==> config.mk <==
export PLATFORM = sky130hd
export DESIGN_NAME = servo_duty_command_unit
export DESIGN_NICKNAME = d
export VERILOG_FILES = /design/src/rtl/sdcu_pkg.sv /design/src/rtl/sdcu_cmd_exec.sv /design/src/rtl/servo_duty_command_unit.sv
export SDC_FILE = /design/constraint.sdc
export NUM_CORES = 1
export LEC_CHECK = 0
export CAP_MARGIN = 30
export CORE_MARGIN = 5
export CORE_UTILIZATION = 59
export DETAILED_ROUTE_END_ITERATION = 6
export DONT_BUFFER_PORTS = 1
export GPL_TIMING_DRIVEN = 1
export PLACE_DENSITY = 0.78
export REMOVE_ABC_BUFFERS = 1
export SYNTH_ARGS = -nofsm -noshare
export SYNTH_HDL_FRONTEND = slang
export SYNTH_SLANG_ARGS = --single-unit
==> constraint.sdc <==
create_clock -name clk -period 9.3 [get_ports clk]
set_input_delay 1.395 -clock clk [delete_from_list [all_inputs] [get_ports clk]]
set_output_delay 1.395 -clock clk [all_outputs]
set_load 0.05 [all_outputs]
==> src/rtl/sdcu_pkg.sv <==
// Types, codes and helper functions for the servo duty command unit.
// No dependencies; used by every other RTL file by scoped names.
package sdcu_pkg;

  localparam int NUM_SERVOS = 2;
  localparam int SERVO_IDX_W = $clog2(NUM_SERVOS);
  localparam int DUTY_W = 7;
  localparam int PULSE_W = 6;
  localparam int CFG_W = 8;
  localparam int AMOUNT_W = 8;
  localparam int IN_TDATA_W = 16;
  localparam int OUT_TDATA_W = 24;

  localparam logic [DUTY_W-1:0] DUTY_FULL = 7'd100;
  localparam logic [PULSE_W-1:0] PW_MIN = 6'd15;
  localparam logic [PULSE_W-1:0] PW_MAX = 6'd50;
  // floor(d * 35 / 100) == (d * 22939) >> 16 for d in 0..100
  localparam logic [15:0] DUTY_SCALE = 16'd22939;
  localparam int DUTY_SHIFT = 16;

  // servo that honors the automatic lock
  localparam logic [SERVO_IDX_W-1:0] LOCK_SERVO = 1'b1;

  // configuration register indexes
  typedef enum logic [1:0] {
    REG_OPEN_DUTY0   = 2'd0,
    REG_OPEN_DUTY1   = 2'd1,
    REG_CLOSED_DUTY0 = 2'd2,
    REG_CLOSED_DUTY1 = 2'd3
  } cfg_reg_t;

  typedef enum logic [2:0] {
    OP_SET         = 3'd0,
    OP_INC         = 3'd1,
    OP_DEC         = 3'd2,
    OP_MAN_OPEN    = 3'd3,
    OP_MAN_CLOSED  = 3'd4,
    OP_AUTO_CTRL   = 3'd5,
    OP_AUTO_OPEN   = 3'd6,
    OP_AUTO_CLOSED = 3'd7
  } op_t;

  typedef enum logic [1:0] {
    MARK_CLOSED = 2'd0,
    MARK_OPEN   = 2'd1,
    MARK_NONE   = 2'd2
  } mark_t;

  typedef enum logic [1:0] {
    ST_APPLIED = 2'd0,
    ST_LOCKED  = 2'd1,
    ST_INVALID = 2'd2
  } status_t;

  typedef struct packed {
    logic [DUTY_W-1:0]  duty;
    logic [PULSE_W-1:0] pulse;
    mark_t              mark;
    logic               manual;
  } servo_state_t;

  // Clamp a signed duty request to 0..100.
  function automatic logic [DUTY_W-1:0] clamp_duty(input logic signed [9:0] req);
    logic [DUTY_W-1:0] res;
    if (req < 0) begin
      res = '0;
    end else if (req > $signed({3'b000, DUTY_FULL})) begin
      res = DUTY_FULL;
    end else begin
      res = req[DUTY_W-1:0];
    end
    return res;
  endfunction

  // Pulse width 15 + 35*d/100 through a reciprocal multiply.
  function automatic logic [PULSE_W-1:0] duty_to_pulse(input logic [DUTY_W-1:0] d);
    logic [21:0] prod;
    prod = 22'(d) * 22'(DUTY_SCALE);
    return PULSE_W'(prod[21:DUTY_SHIFT]) + PW_MIN;
  endfunction

endpackage

==> src/rtl/sdcu_cmd_exec.sv <==
// Next-state logic for one servo: decodes a command and applies it.
// Depends on sdcu_pkg.
module sdcu_cmd_exec (
  input  sdcu_pkg::op_t                   op,
  input  logic [sdcu_pkg::AMOUNT_W-1:0]   amount,
  input  logic                            lock_en,    // servo honors the auto lock
  input  logic [sdcu_pkg::CFG_W-1:0]      open_duty,
  input  logic [sdcu_pkg::CFG_W-1:0]      closed_duty,
  input  sdcu_pkg::servo_state_t          cur,
  output sdcu_pkg::servo_state_t          nxt,
  output sdcu_pkg::status_t               status
);

  logic locked;
  logic signed [9:0] req;
  logic [sdcu_pkg::DUTY_W-1:0] duty_new;

  // manual ops refused on a servo that honors the lock while under auto control and parked open
  assign locked = lock_en && !cur.manual && (cur.mark == sdcu_pkg::MARK_OPEN) &&
                  (op == sdcu_pkg::OP_SET || op == sdcu_pkg::OP_INC ||
                   op == sdcu_pkg::OP_DEC || op == sdcu_pkg::OP_MAN_OPEN ||
                   op == sdcu_pkg::OP_MAN_CLOSED);

  always_comb begin
    unique case (op) inside
      sdcu_pkg::OP_SET: req = $signed({2'b00, amount});
      sdcu_pkg::OP_INC: req = $signed({3'b000, cur.duty}) + $signed({2'b00, amount});
      sdcu_pkg::OP_DEC: req = $signed({3'b000, cur.duty}) - $signed({2'b00, amount});
      sdcu_pkg::OP_MAN_OPEN, sdcu_pkg::OP_AUTO_OPEN: req = $signed({2'b00, open_duty});
      default: req = $signed({2'b00, closed_duty});
    endcase
  end

  assign duty_new = sdcu_pkg::clamp_duty(req);

  always_comb begin
    nxt = cur;
    status = sdcu_pkg::ST_APPLIED;
    if (locked) begin
      status = sdcu_pkg::ST_LOCKED;
    end else begin
      unique case (op) inside
        sdcu_pkg::OP_SET, sdcu_pkg::OP_INC, sdcu_pkg::OP_DEC: begin
          nxt.manual = 1'b1;
          nxt.duty = duty_new;
          nxt.pulse = sdcu_pkg::duty_to_pulse(duty_new);
          nxt.mark = sdcu_pkg::MARK_NONE;
        end
        sdcu_pkg::OP_MAN_OPEN: begin
          nxt.manual = 1'b1;
          nxt.duty = duty_new;
          nxt.pulse = sdcu_pkg::duty_to_pulse(duty_new);
          nxt.mark = sdcu_pkg::MARK_OPEN;
        end
        sdcu_pkg::OP_MAN_CLOSED: begin
          nxt.manual = 1'b1;
          nxt.duty = duty_new;
          nxt.pulse = sdcu_pkg::duty_to_pulse(duty_new);
          nxt.mark = sdcu_pkg::MARK_CLOSED;
        end
        sdcu_pkg::OP_AUTO_CTRL: begin
          nxt.manual = 1'b0;
        end
        sdcu_pkg::OP_AUTO_OPEN: begin
          nxt.duty = duty_new;
          nxt.pulse = sdcu_pkg::duty_to_pulse(duty_new);
          nxt.mark = sdcu_pkg::MARK_OPEN;
        end
        default: begin
          nxt.duty = duty_new;
          nxt.pulse = sdcu_pkg::duty_to_pulse(duty_new);
          nxt.mark = sdcu_pkg::MARK_CLOSED;
        end
      endcase
    end
  end

endmodule

==> src/rtl/servo_duty_command_unit.sv <==
// Servo duty command unit: per-servo state file, command execution, result register.
// Depends on sdcu_pkg and sdcu_cmd_exec.
// Results are registered: a result is valid in the cycle after its command transfer.
// Throughput: 1 command per cycle while m_tready is high.
// Reset (rst, synchronous): servo state to duty 0, pulse 0, no mark, automatic;
//   config to open 100 / closed 0; result register empty.
module servo_duty_command_unit (
  input  logic        clk,
  input  logic        rst,
  // command stream
  input  logic        s_tvalid,
  output logic        s_tready,
  input  logic [15:0] s_tdata,   // op[2:0], servo[4:3], amount[12:5], zero pad
  // result stream
  output logic        m_tvalid,
  input  logic        m_tready,
  output logic [23:0] m_tdata,   // servo_out[1:0], pulse_width[7:2], duty_percent[14:8],
                                 // position_mark[16:15], manual_mode[17], status[19:18]
  // configuration writes
  input  logic        cfg_we,
  input  logic [1:0]  cfg_addr,
  input  logic [7:0]  cfg_wdata
);

  // configuration registers
  logic [sdcu_pkg::CFG_W-1:0] open_duty0;
  logic [sdcu_pkg::CFG_W-1:0] open_duty1;
  logic [sdcu_pkg::CFG_W-1:0] closed_duty0;
  logic [sdcu_pkg::CFG_W-1:0] closed_duty1;

  // per-servo state
  sdcu_pkg::servo_state_t servo_st [sdcu_pkg::NUM_SERVOS];

  // result register
  logic [1:0]                   servo_out;
  logic [sdcu_pkg::PULSE_W-1:0] pulse_width;
  logic [sdcu_pkg::DUTY_W-1:0]  duty_percent;
  sdcu_pkg::mark_t              position_mark;
  logic                         manual_mode;
  sdcu_pkg::status_t            status;

  // command fields
  sdcu_pkg::op_t                  cmd_op;
  logic [1:0]                     cmd_servo;
  logic [sdcu_pkg::AMOUNT_W-1:0]  cmd_amount;

  logic                               accept;
  logic                               servo_ok;
  logic [sdcu_pkg::SERVO_IDX_W-1:0]   idx;
  logic [sdcu_pkg::CFG_W-1:0]         sel_open;
  logic [sdcu_pkg::CFG_W-1:0]         sel_closed;
  sdcu_pkg::servo_state_t             cur_st;
  sdcu_pkg::servo_state_t             nxt_st;
  sdcu_pkg::status_t                  exec_status;

  assign cmd_op     = sdcu_pkg::op_t'(s_tdata[2:0]);
  assign cmd_servo  = s_tdata[4:3];
  assign cmd_amount = s_tdata[12:5];

  // result register frees in the same cycle it is taken
  assign s_tready = !m_tvalid || m_tready;
  assign accept   = s_tvalid && s_tready;

  assign servo_ok = (32'(cmd_servo) < sdcu_pkg::NUM_SERVOS);
  assign idx      = cmd_servo[sdcu_pkg::SERVO_IDX_W-1:0];
  assign cur_st   = servo_st[idx];
  assign sel_open   = (idx == sdcu_pkg::LOCK_SERVO) ? open_duty1 : open_duty0;
  assign sel_closed = (idx == sdcu_pkg::LOCK_SERVO) ? closed_duty1 : closed_duty0;

  sdcu_cmd_exec u_exec (
    .op          (cmd_op),
    .amount      (cmd_amount),
    .lock_en     (idx == sdcu_pkg::LOCK_SERVO),
    .open_duty   (sel_open),
    .closed_duty (sel_closed),
    .cur         (cur_st),
    .nxt         (nxt_st),
    .status      (exec_status)
  );

  // config writes; the user must issue them only while idle, the block does not enforce it
  always_ff @(posedge clk) begin
    if (rst) begin
      open_duty0   <= 8'd100;
      open_duty1   <= 8'd100;
      closed_duty0 <= 8'd0;
      closed_duty1 <= 8'd0;
    end else if (cfg_we) begin
      unique case (sdcu_pkg::cfg_reg_t'(cfg_addr))
        sdcu_pkg::REG_OPEN_DUTY0:   open_duty0   <= cfg_wdata;
        sdcu_pkg::REG_OPEN_DUTY1:   open_duty1   <= cfg_wdata;
        sdcu_pkg::REG_CLOSED_DUTY0: closed_duty0 <= cfg_wdata;
        default:                    closed_duty1 <= cfg_wdata;
      endcase
    end
  end

  // state update; invalid servo numbers touch nothing
  always_ff @(posedge clk) begin
    if (rst) begin
      for (int i = 0; i < sdcu_pkg::NUM_SERVOS; i++) begin
        servo_st[i].duty   <= '0;
        servo_st[i].pulse  <= '0;
        servo_st[i].mark   <= sdcu_pkg::MARK_NONE;
        servo_st[i].manual <= 1'b0;
      end
    end else if (accept && servo_ok) begin
      servo_st[idx] <= nxt_st;
    end
  end

  // result valid flag
  always_ff @(posedge clk) begin
    if (rst) begin
      m_tvalid <= 1'b0;
    end else if (accept) begin
      m_tvalid <= 1'b1;
    end else if (m_tready) begin
      m_tvalid <= 1'b0;
    end
  end

  // result payload
  always_ff @(posedge clk) begin
    if (accept) begin
      servo_out <= cmd_servo;
      if (servo_ok) begin
        pulse_width   <= nxt_st.pulse;
        duty_percent  <= nxt_st.duty;
        position_mark <= nxt_st.mark;
        manual_mode   <= nxt_st.manual;
        status        <= exec_status;
      end else begin
        pulse_width   <= '0;
        duty_percent  <= '0;
        position_mark <= sdcu_pkg::MARK_NONE;
        manual_mode   <= 1'b0;
        status        <= sdcu_pkg::ST_INVALID;
      end
    end
  end

  assign m_tdata = {4'b0000, status, manual_mode, position_mark, duty_percent,
                    pulse_width, servo_out};

endmodule

==> results.md, run 1 <==
- Share of cells above drive strength 1: 9.885%
- Multiplexer area fraction after synthesis: 9.483%
- Adder-cell share of the synthesized area: 18.97%
- Std-Cell Rows: 39
- Clock transition at path regs: 0.06 ns
- Static leakage: 3.395 nW
- First-pass detailed-route iteration total: 5
- Slew @ Worst Pin: 1.062 ns
- Setup TNS: 0 ns
- Final period util: 95.12%
- Gr usage total: 23.98%
- Simple-gate share of the synthesized area: 15.37%
- # diodes: 0
- Worst setup path category: in -> reg
- Min-delay src: open_duty1[5]
- FF-to-FF Start: servo_st[1][9]
- Hold Vio Cnt, Final: 0
- Sequential-to-total area share from yosys stat: 32.89%
- Largest net degree at the start of global routing: 42
- Synth Area in XOR/XNOR: 1.815%
- Final setup vio count: 0
- Critical-path top delay cell: fa_1
- Final instance area: 7226 um2
- Yosys top cell by area: edfxtp_1
- Yosys top cell area share: 23.12%
- Mapped Cells: 702
- WL per Instance: 18.40 um
- Vias in the first global route: 5159
- FMAX: 0.1130 GHz
- I/O Pins: 57
- Initial antenna violation count: 0
- Post-synthesis compound-gate area fraction: 14.52%
- # fillers: 897
- MaxCap Viol Count: 0
- Critical Path RT: 9.48 ns
- RSZ-0062 raised after global routing: false
- First-pass GRT wire length: 25.66 mm
- Setup bufs post-CTS: 0
- Post-DP Area: 6889 um2
- Post-layout nets: 813
- H-tree depth: 3
- DR DRC count: 0
- Routed wl met2: 7.731 mm
- Cell repeated most along the worst path: ha_1
- Final Max Slew Viols: 0
- Placer Congestion: 0.9185
- CTS root buffer: clkbuf_16
- CTS tree: built
- Crit-path max cell delay: 0.54 ns
- Arrival time worst endpoint: 9.02 ns
- Port Buf Inserts: 0
- Synth Cell Area: 6755 um2
- Via/cell ratio: 6.073
- DIE WIDTH: 117 um
- Synth-to-Final Area Change: 6.964%
- Routed wl met3: 895 um
- Synth area leaders: edfxtp_1 (23%), ha_1 (13%), dfxtp_1 (9.8%)
- Count of different cell masters after synthesis: 83
- Setup crit end kind: flip-flop
- Avg Cell Area, Syn: 9.623 um2
- Post-DRT Antenna Nets: 0
- First DRT Iteration DRCs: 460
- Setup ws final: 0.4538 ns
- Worst-Skew Late Latency: 0.34 ns
- Slew margin rel.: 29.21%
- Outcome: completed
- Worst hold-check path type: reg -> reg
- VDD IR max: 0.3291 mV
- Max FO, Critical Path: 41
- Clock Sinks: 85
- Core area: 11320 um2
- Die H: 117 um
- EDFF count, synth: 52
- Synth Warn #: 0
- GRT overflow: 0
- Asr flop ratio synth: 0%
- Routed wire length: 15.48 mm
- Critical path startpoint category: primary input
- Top Layer Used: met4
- Power density over the cells: 290.1 nW/um2
- Final min period: 8.846 ns
- Initial Util: 59.67%
- WL met1: 6.466 mm
- Main flop type after synthesis: edfxtp_1
- Core Util, Final: 63.83%
- CP Launch Point: s_tdata[3]
- Clock Path Buffers: 2
- Flop and latch count out of synthesis: 85
- Clock Skew: 0.006236 ns
- Total Die Area: 13690 um2
- TritonCTS buffer count: 9
- Final HPWL from detailed placement: 11.81 mm
- Vias: 5107
- Pre-CTS worst setup slack: -0.08031 ns
- Largest family of logic cells by synthesized area: adder cells
-- synth_stat cells (3+ instances only) --
master,n
nor2_1,95
inv_1,73
ha_1,68
edfxtp_1,52
mux2i_1,48
dfxtp_1,33
a21oi_1,30
clkbuf_1,25
nand2_1,25
fa_1,21
a21o_1,16
nor2b_1,15
o21ai_0,15
mux2_2,12
nand2b_1,12
a211o_1,9
nor3_1,9
a211oi_1,8
nand3_1,8
xnor2_1,8
nand3b_1,7
buf_2,6
buf_4,6
xor2_1,6
a31oi_1,4
nand4_1,4
o22ai_1,4
or2_2,4
a22oi_1,3
and3_1,3
buf_1,3
nor3b_1,3
o211a_1,3
or3_1,3
-- layer usage --
| layer | vias up | global-route usage (%) |
|---|---|---|
| met1 | 2451 | 30.98 |
| met5 | - | 0 |
| met2 | 173 | 40.61 |
| li1 | 2449 | - |
| met4 | 0 | 9.251 |
| met3 | 34 | 3.650 |
-- through the flow --
stage | instances | power, mW | hold WS, ns
floorplan | 664 | 1.397 | 0.4313
global placement | 825 | 1.651 | 0.4406
detailed placement | 825 | 1.696 | 0.4571
CTS | 841 | 2.098 | 0.4768
global route | 841 | 2.284 | 0.5161
finish | 841 | 2.096 | 0.4734
-- layout by cell type, fill, tap and decap left out, types with 9 or more instances in the layout --
cell type	netlist	final
nor2_1	95	94
inv_1	73	73
ha_1	68	68
edfxtp_1	52	52
mux2i_1	48	48
dfxtp_1	33	33
a21oi_1	30	29
nand2_1	25	25
fa_1	21	21
buf_4	6	18
a21o_1	16	16
nor2b_1	15	15
o21ai_0	15	14
mux2_2	12	12
nand2b_1	12	11
nor3_1	9	9
a211o_1	9	9
clkbuf_16	0	9
-- where the power goes --
group / switching, mW / total [mW] / internal (mW) / leakage, nW
combinational: 0.668 / 1.18 / 0.511 / 2.44
sequential: 0.0720 / 0.523 / 0.451 / 0.795
clock: 0.155 / 0.394 / 0.239 / 0.157
total: 0.895 / 2.10 / 1.20 / 3.40
-- path summary, 6_finish.rpt --
kind / cells past startpoint / end / slack, ns
max: 32 / pulse_width[4] / 0.45
min: 1 / open_duty1[5] / 0.47
max reg2reg: 35 / pulse_width[4] / 1.24
min reg2reg: 1 / open_duty1[5] / 0.47
-- registers in the layout, indices dropped and copies added (netlist names), 6 cells and up --
register and count:
closed_duty0 8, closed_duty1 8, duty_percent 7, open_duty0 8
open_duty1 8, pulse_width 6, servo_st 32
-- critical path: cells and delay by family --
| family | cells | cell delay [ns] |
|---|---|---|
| XOR/XNOR | 2 | 0.31 |
| AND/OR/NAND/NOR | 8 | 1.74 |
| multiplexers | 2 | 0.57 |
| buffers and inverters | 3 | 0.16 |
| adder cells (fa/ha/maj) | 7 | 2.49 |
| AO/OA/AOI/OAI | 10 | 2.32 |
-- logic make-up (layout without fill, tap and decap cells) --
group,count (synthesis),after routing
buf+inv,114,107
mux,62,62
simple gates,206,206
other cells,1,4
compound gates,130,130
fa+ha+maj,90,90
xor+xnor,14,14
flops,85,85
-- area by class of cell --
class,instances,area (um2),area share [%]
well taps,143,178.9,2.476
multi-input cells,506,4091,56.62
clock inverters,6,95.09,1.316
inverters,73,274.0,3.792
clock buffers,10,229.0,3.169
repair buffers,18,135.1,1.870
flip-flops and latches,85,2222,30.75
-- timing repair --
| action | in CTS | in global routing |
|---|---|---|
| endpoints found under the setup margin | 0 | 6 |
| endpoints found under the hold margin | 0 | 0 |
| resized for setup | 0 | 5 |
| hold buffers | 0 | 0 |
Power figures use the tool's default switching activity.
==> inputs of run 2 (changes only) <==
ABC_CLOCK_PERIOD_IN_PS = 9300   (was not set)
CORE_ASPECT_RATIO = 1.5   (was not set)
==> results.md, run 2 (same netlist as run 1, synthesis figures left out) <==
- Max FO, Critical Path: 41 (unchanged)
- H-tree depth: 3 (unchanged)
- Arrival time worst endpoint: 8.92 ns (was 9.02 ns)
- Outcome: completed (unchanged)
- Core area: 11350 um2 (was 11320 um2)
- CTS root buffer: clkbuf_16 (unchanged)
- Vias in the first global route: 5195 (was 5159)
- Die H: 141.1 um (was 117 um)
- Critical Path End: servo_st[1][7] (was pulse_width[4])
- Routed wire length: 15.50 mm (was 15.48 mm)
- # fillers: 910 (was 897)
- Worst hold-check path type: reg -> reg (unchanged)
- Setup bufs post-CTS: 0 (unchanged)
- First DRT Iteration DRCs: 319 (was 460)
- Vias: 5085 (was 5107)
- Register-to-register setup slack: 1.17 ns (was 1.24 ns)
- Port Buf Inserts: 0 (unchanged)
- Setup TNS: 0 ns (unchanged)
- FMAX: 0.1130 GHz (about the same)
- Worst path depth: 36 (was 32)
- Most common cell after layout, fill and taps aside: nor2_1 (unchanged)
- Slew @ Worst Pin: 0.8421 ns (was 1.062 ns)
- CP Launch Point: s_tdata[3] (unchanged)
- Via/cell ratio: 5.961 (was 6.073)
- CTS tree: built (unchanged)
- First-pass detailed-route iteration total: 5 (unchanged)
- Gr usage total: 22.82% (was 23.98%)
- Initial Util: 59.51% (was 59.67%)
- First-pass GRT wire length: 25.32 mm (was 25.66 mm)
- FF-to-FF Start: servo_st[1][9] (unchanged)
- Final period util: 95.16% (was 95.12%)
- Worst setup path category: in -> reg (unchanged)
- # diodes: 0 (unchanged)
- Critical path startpoint category: primary input (unchanged)
- Clock Skew: 0.007247 ns (was 0.006236 ns)
- Setup ws final: 0.4499 ns (was 0.4538 ns)
- Slew margin rel.: 43.86% (was 29.21%)
- CP top delay family: adder cells (unchanged)
- Hold Vio Cnt, Final: 0 (unchanged)
- Clock transition at path regs: 0.06 ns (about the same)
- Post-layout nets: 818 (was 813)
- Final setup vio count: 0 (unchanged)
- Std-Cell Rows: 48 (was 39)
- Reg2Reg Capture Point: servo_st[1][7] (was pulse_width[4])
- Synth-to-Final Area Change: 7.427% (was 6.964%)
- Clock Path Buffers: 2 (unchanged)
- VDD IR max: 0.1580 mV (was 0.3291 mV)
- Largest reg by FF count: servo_st (unchanged)
- Setup crit end kind: flip-flop (unchanged)
- Largest register FFs: 32 (unchanged)
- Largest net degree at the start of global routing: 42 (unchanged)
- DIE WIDTH: 97.37 um (was 117 um)
- Worst-Skew Late Latency: 0.34 ns (about the same)
- I/O Pins: 57 (unchanged)
- Worst hold margin: 0.4622 ns (was 0.4734 ns)
- Final HPWL from detailed placement: 12.20 mm (was 11.81 mm)
- Crit-path max cell delay: 0.56 ns (was 0.54 ns)
- WL per Instance: 18.17 um (was 18.40 um)
- Final Max Slew Viols: 0 (unchanged)
- MaxCap Viol Count: 0 (unchanged)
- Clock Sinks: 85 (unchanged)
- Share of cells above drive strength 1: 10.38% (was 9.885%)
- R2R depth: 36 (was 35)
- TritonCTS buffer count: 9 (unchanged)
- Initial antenna violation count: 0 (unchanged)
- Post-DRT Antenna Nets: 0 (unchanged)
- CP Buf/Inv Count: 6 (was 3)
- Static leakage: 3.420 nW (was 3.395 nW)
- Power density over the cells: 289.8 nW/um2 (was 290.1 nW/um2)
- Pre-CTS worst setup slack: -0.04118 ns (was -0.08031 ns)
- DR DRC count: 0 (unchanged)
- Critical Path RT: 9.37 ns (was 9.48 ns)
- Placer Congestion: 0.9340 (was 0.9185)
- Critical-path top delay cell: fa_1 (unchanged)
- Final min period: 8.850 ns (was 8.846 ns)
- GRT overflow: 0 (unchanged)
- Most frequent cells in the layout: nor2_1 (95), inv_1 (73), ha_1 (68), edfxtp_1 (52), mux2i_1 (48) (was nor2_1 (94), inv_1 (73), ha_1 (68), edfxtp_1 (52), mux2i_1 (48))
- Total Die Area: 13730 um2 (was 13690 um2)
-- run 2: worst min path at each step --
| stage | slack, ns | cells past startpoint | to | from |
|---|---|---|---|---|
| finish | 0.46 | 1 | open_duty1[6] | open_duty1[6] |
| global route | 0.48 | 1 | open_duty1[2] | open_duty1[2] |
| CTS | 0.47 | 1 | open_duty1[2] | open_duty1[2] |
| detailed placement | 0.45 | 1 | open_duty1[2] | open_duty1[2] |
| global placement | 0.44 | 1 | open_duty1[6] | open_duty1[6] |
| floorplan | 0.43 | 1 | open_duty1[6] | open_duty1[6] |
-- run 2: final cells by class --
class	instances	area (um2)	share of cell area (%)
clock buffer	11	254.0	3.500
clock inverter	5	56.30	0.7759
inverter	73	274.0	3.776
multi-input combinational	506	4090	56.36
sequential	85	2222	30.62
tap	150	187.7	2.586
timing repair buffer	23	172.7	2.379
-- run 2: per-stage QoR --
step           total power, mW  util, %  cells  area [um2]
2_1_floorplan            1.397        -    664        6575
3_3_place_gp             1.675    61.10    837        6935
3_5_place_dp             1.735    61.10    837        6935
4_1_cts                  2.109    63.83    853        7246
5_1_grt                  2.274    63.93    853        7257
6_report                 2.103    63.93    853        7257
-- run 2: timing repair --
action / in CTS / in global routing
endpoints found under the setup margin: 0 / 3
hold buffers: 0 / 0
gates resized for setup: 0 / 4
-- run 2: power by group --
group	switching [mW]	leakage [nW]	internal, mW
Clock	0.143	0.155	0.225
Combinational	0.688	2.47	0.524
Sequential	0.0715	0.795	0.451
-- run 2: per-layer routing --
| layer | routed length (um) | vias up | track usage [%] | part of all wire (%) |
|---|---|---|---|---|
| met5 | 0 | - | 0 | 0 |
| met4 | 533 | 0 | 8.972 | 3.4 |
| met3 | 802 | 33 | 4.851 | 5.2 |
| met2 | 8307 | 157 | 42.72 | 54 |
| met1 | 5853 | 2449 | 24.87 | 38 |
| li1 | - | 2446 | - | - |
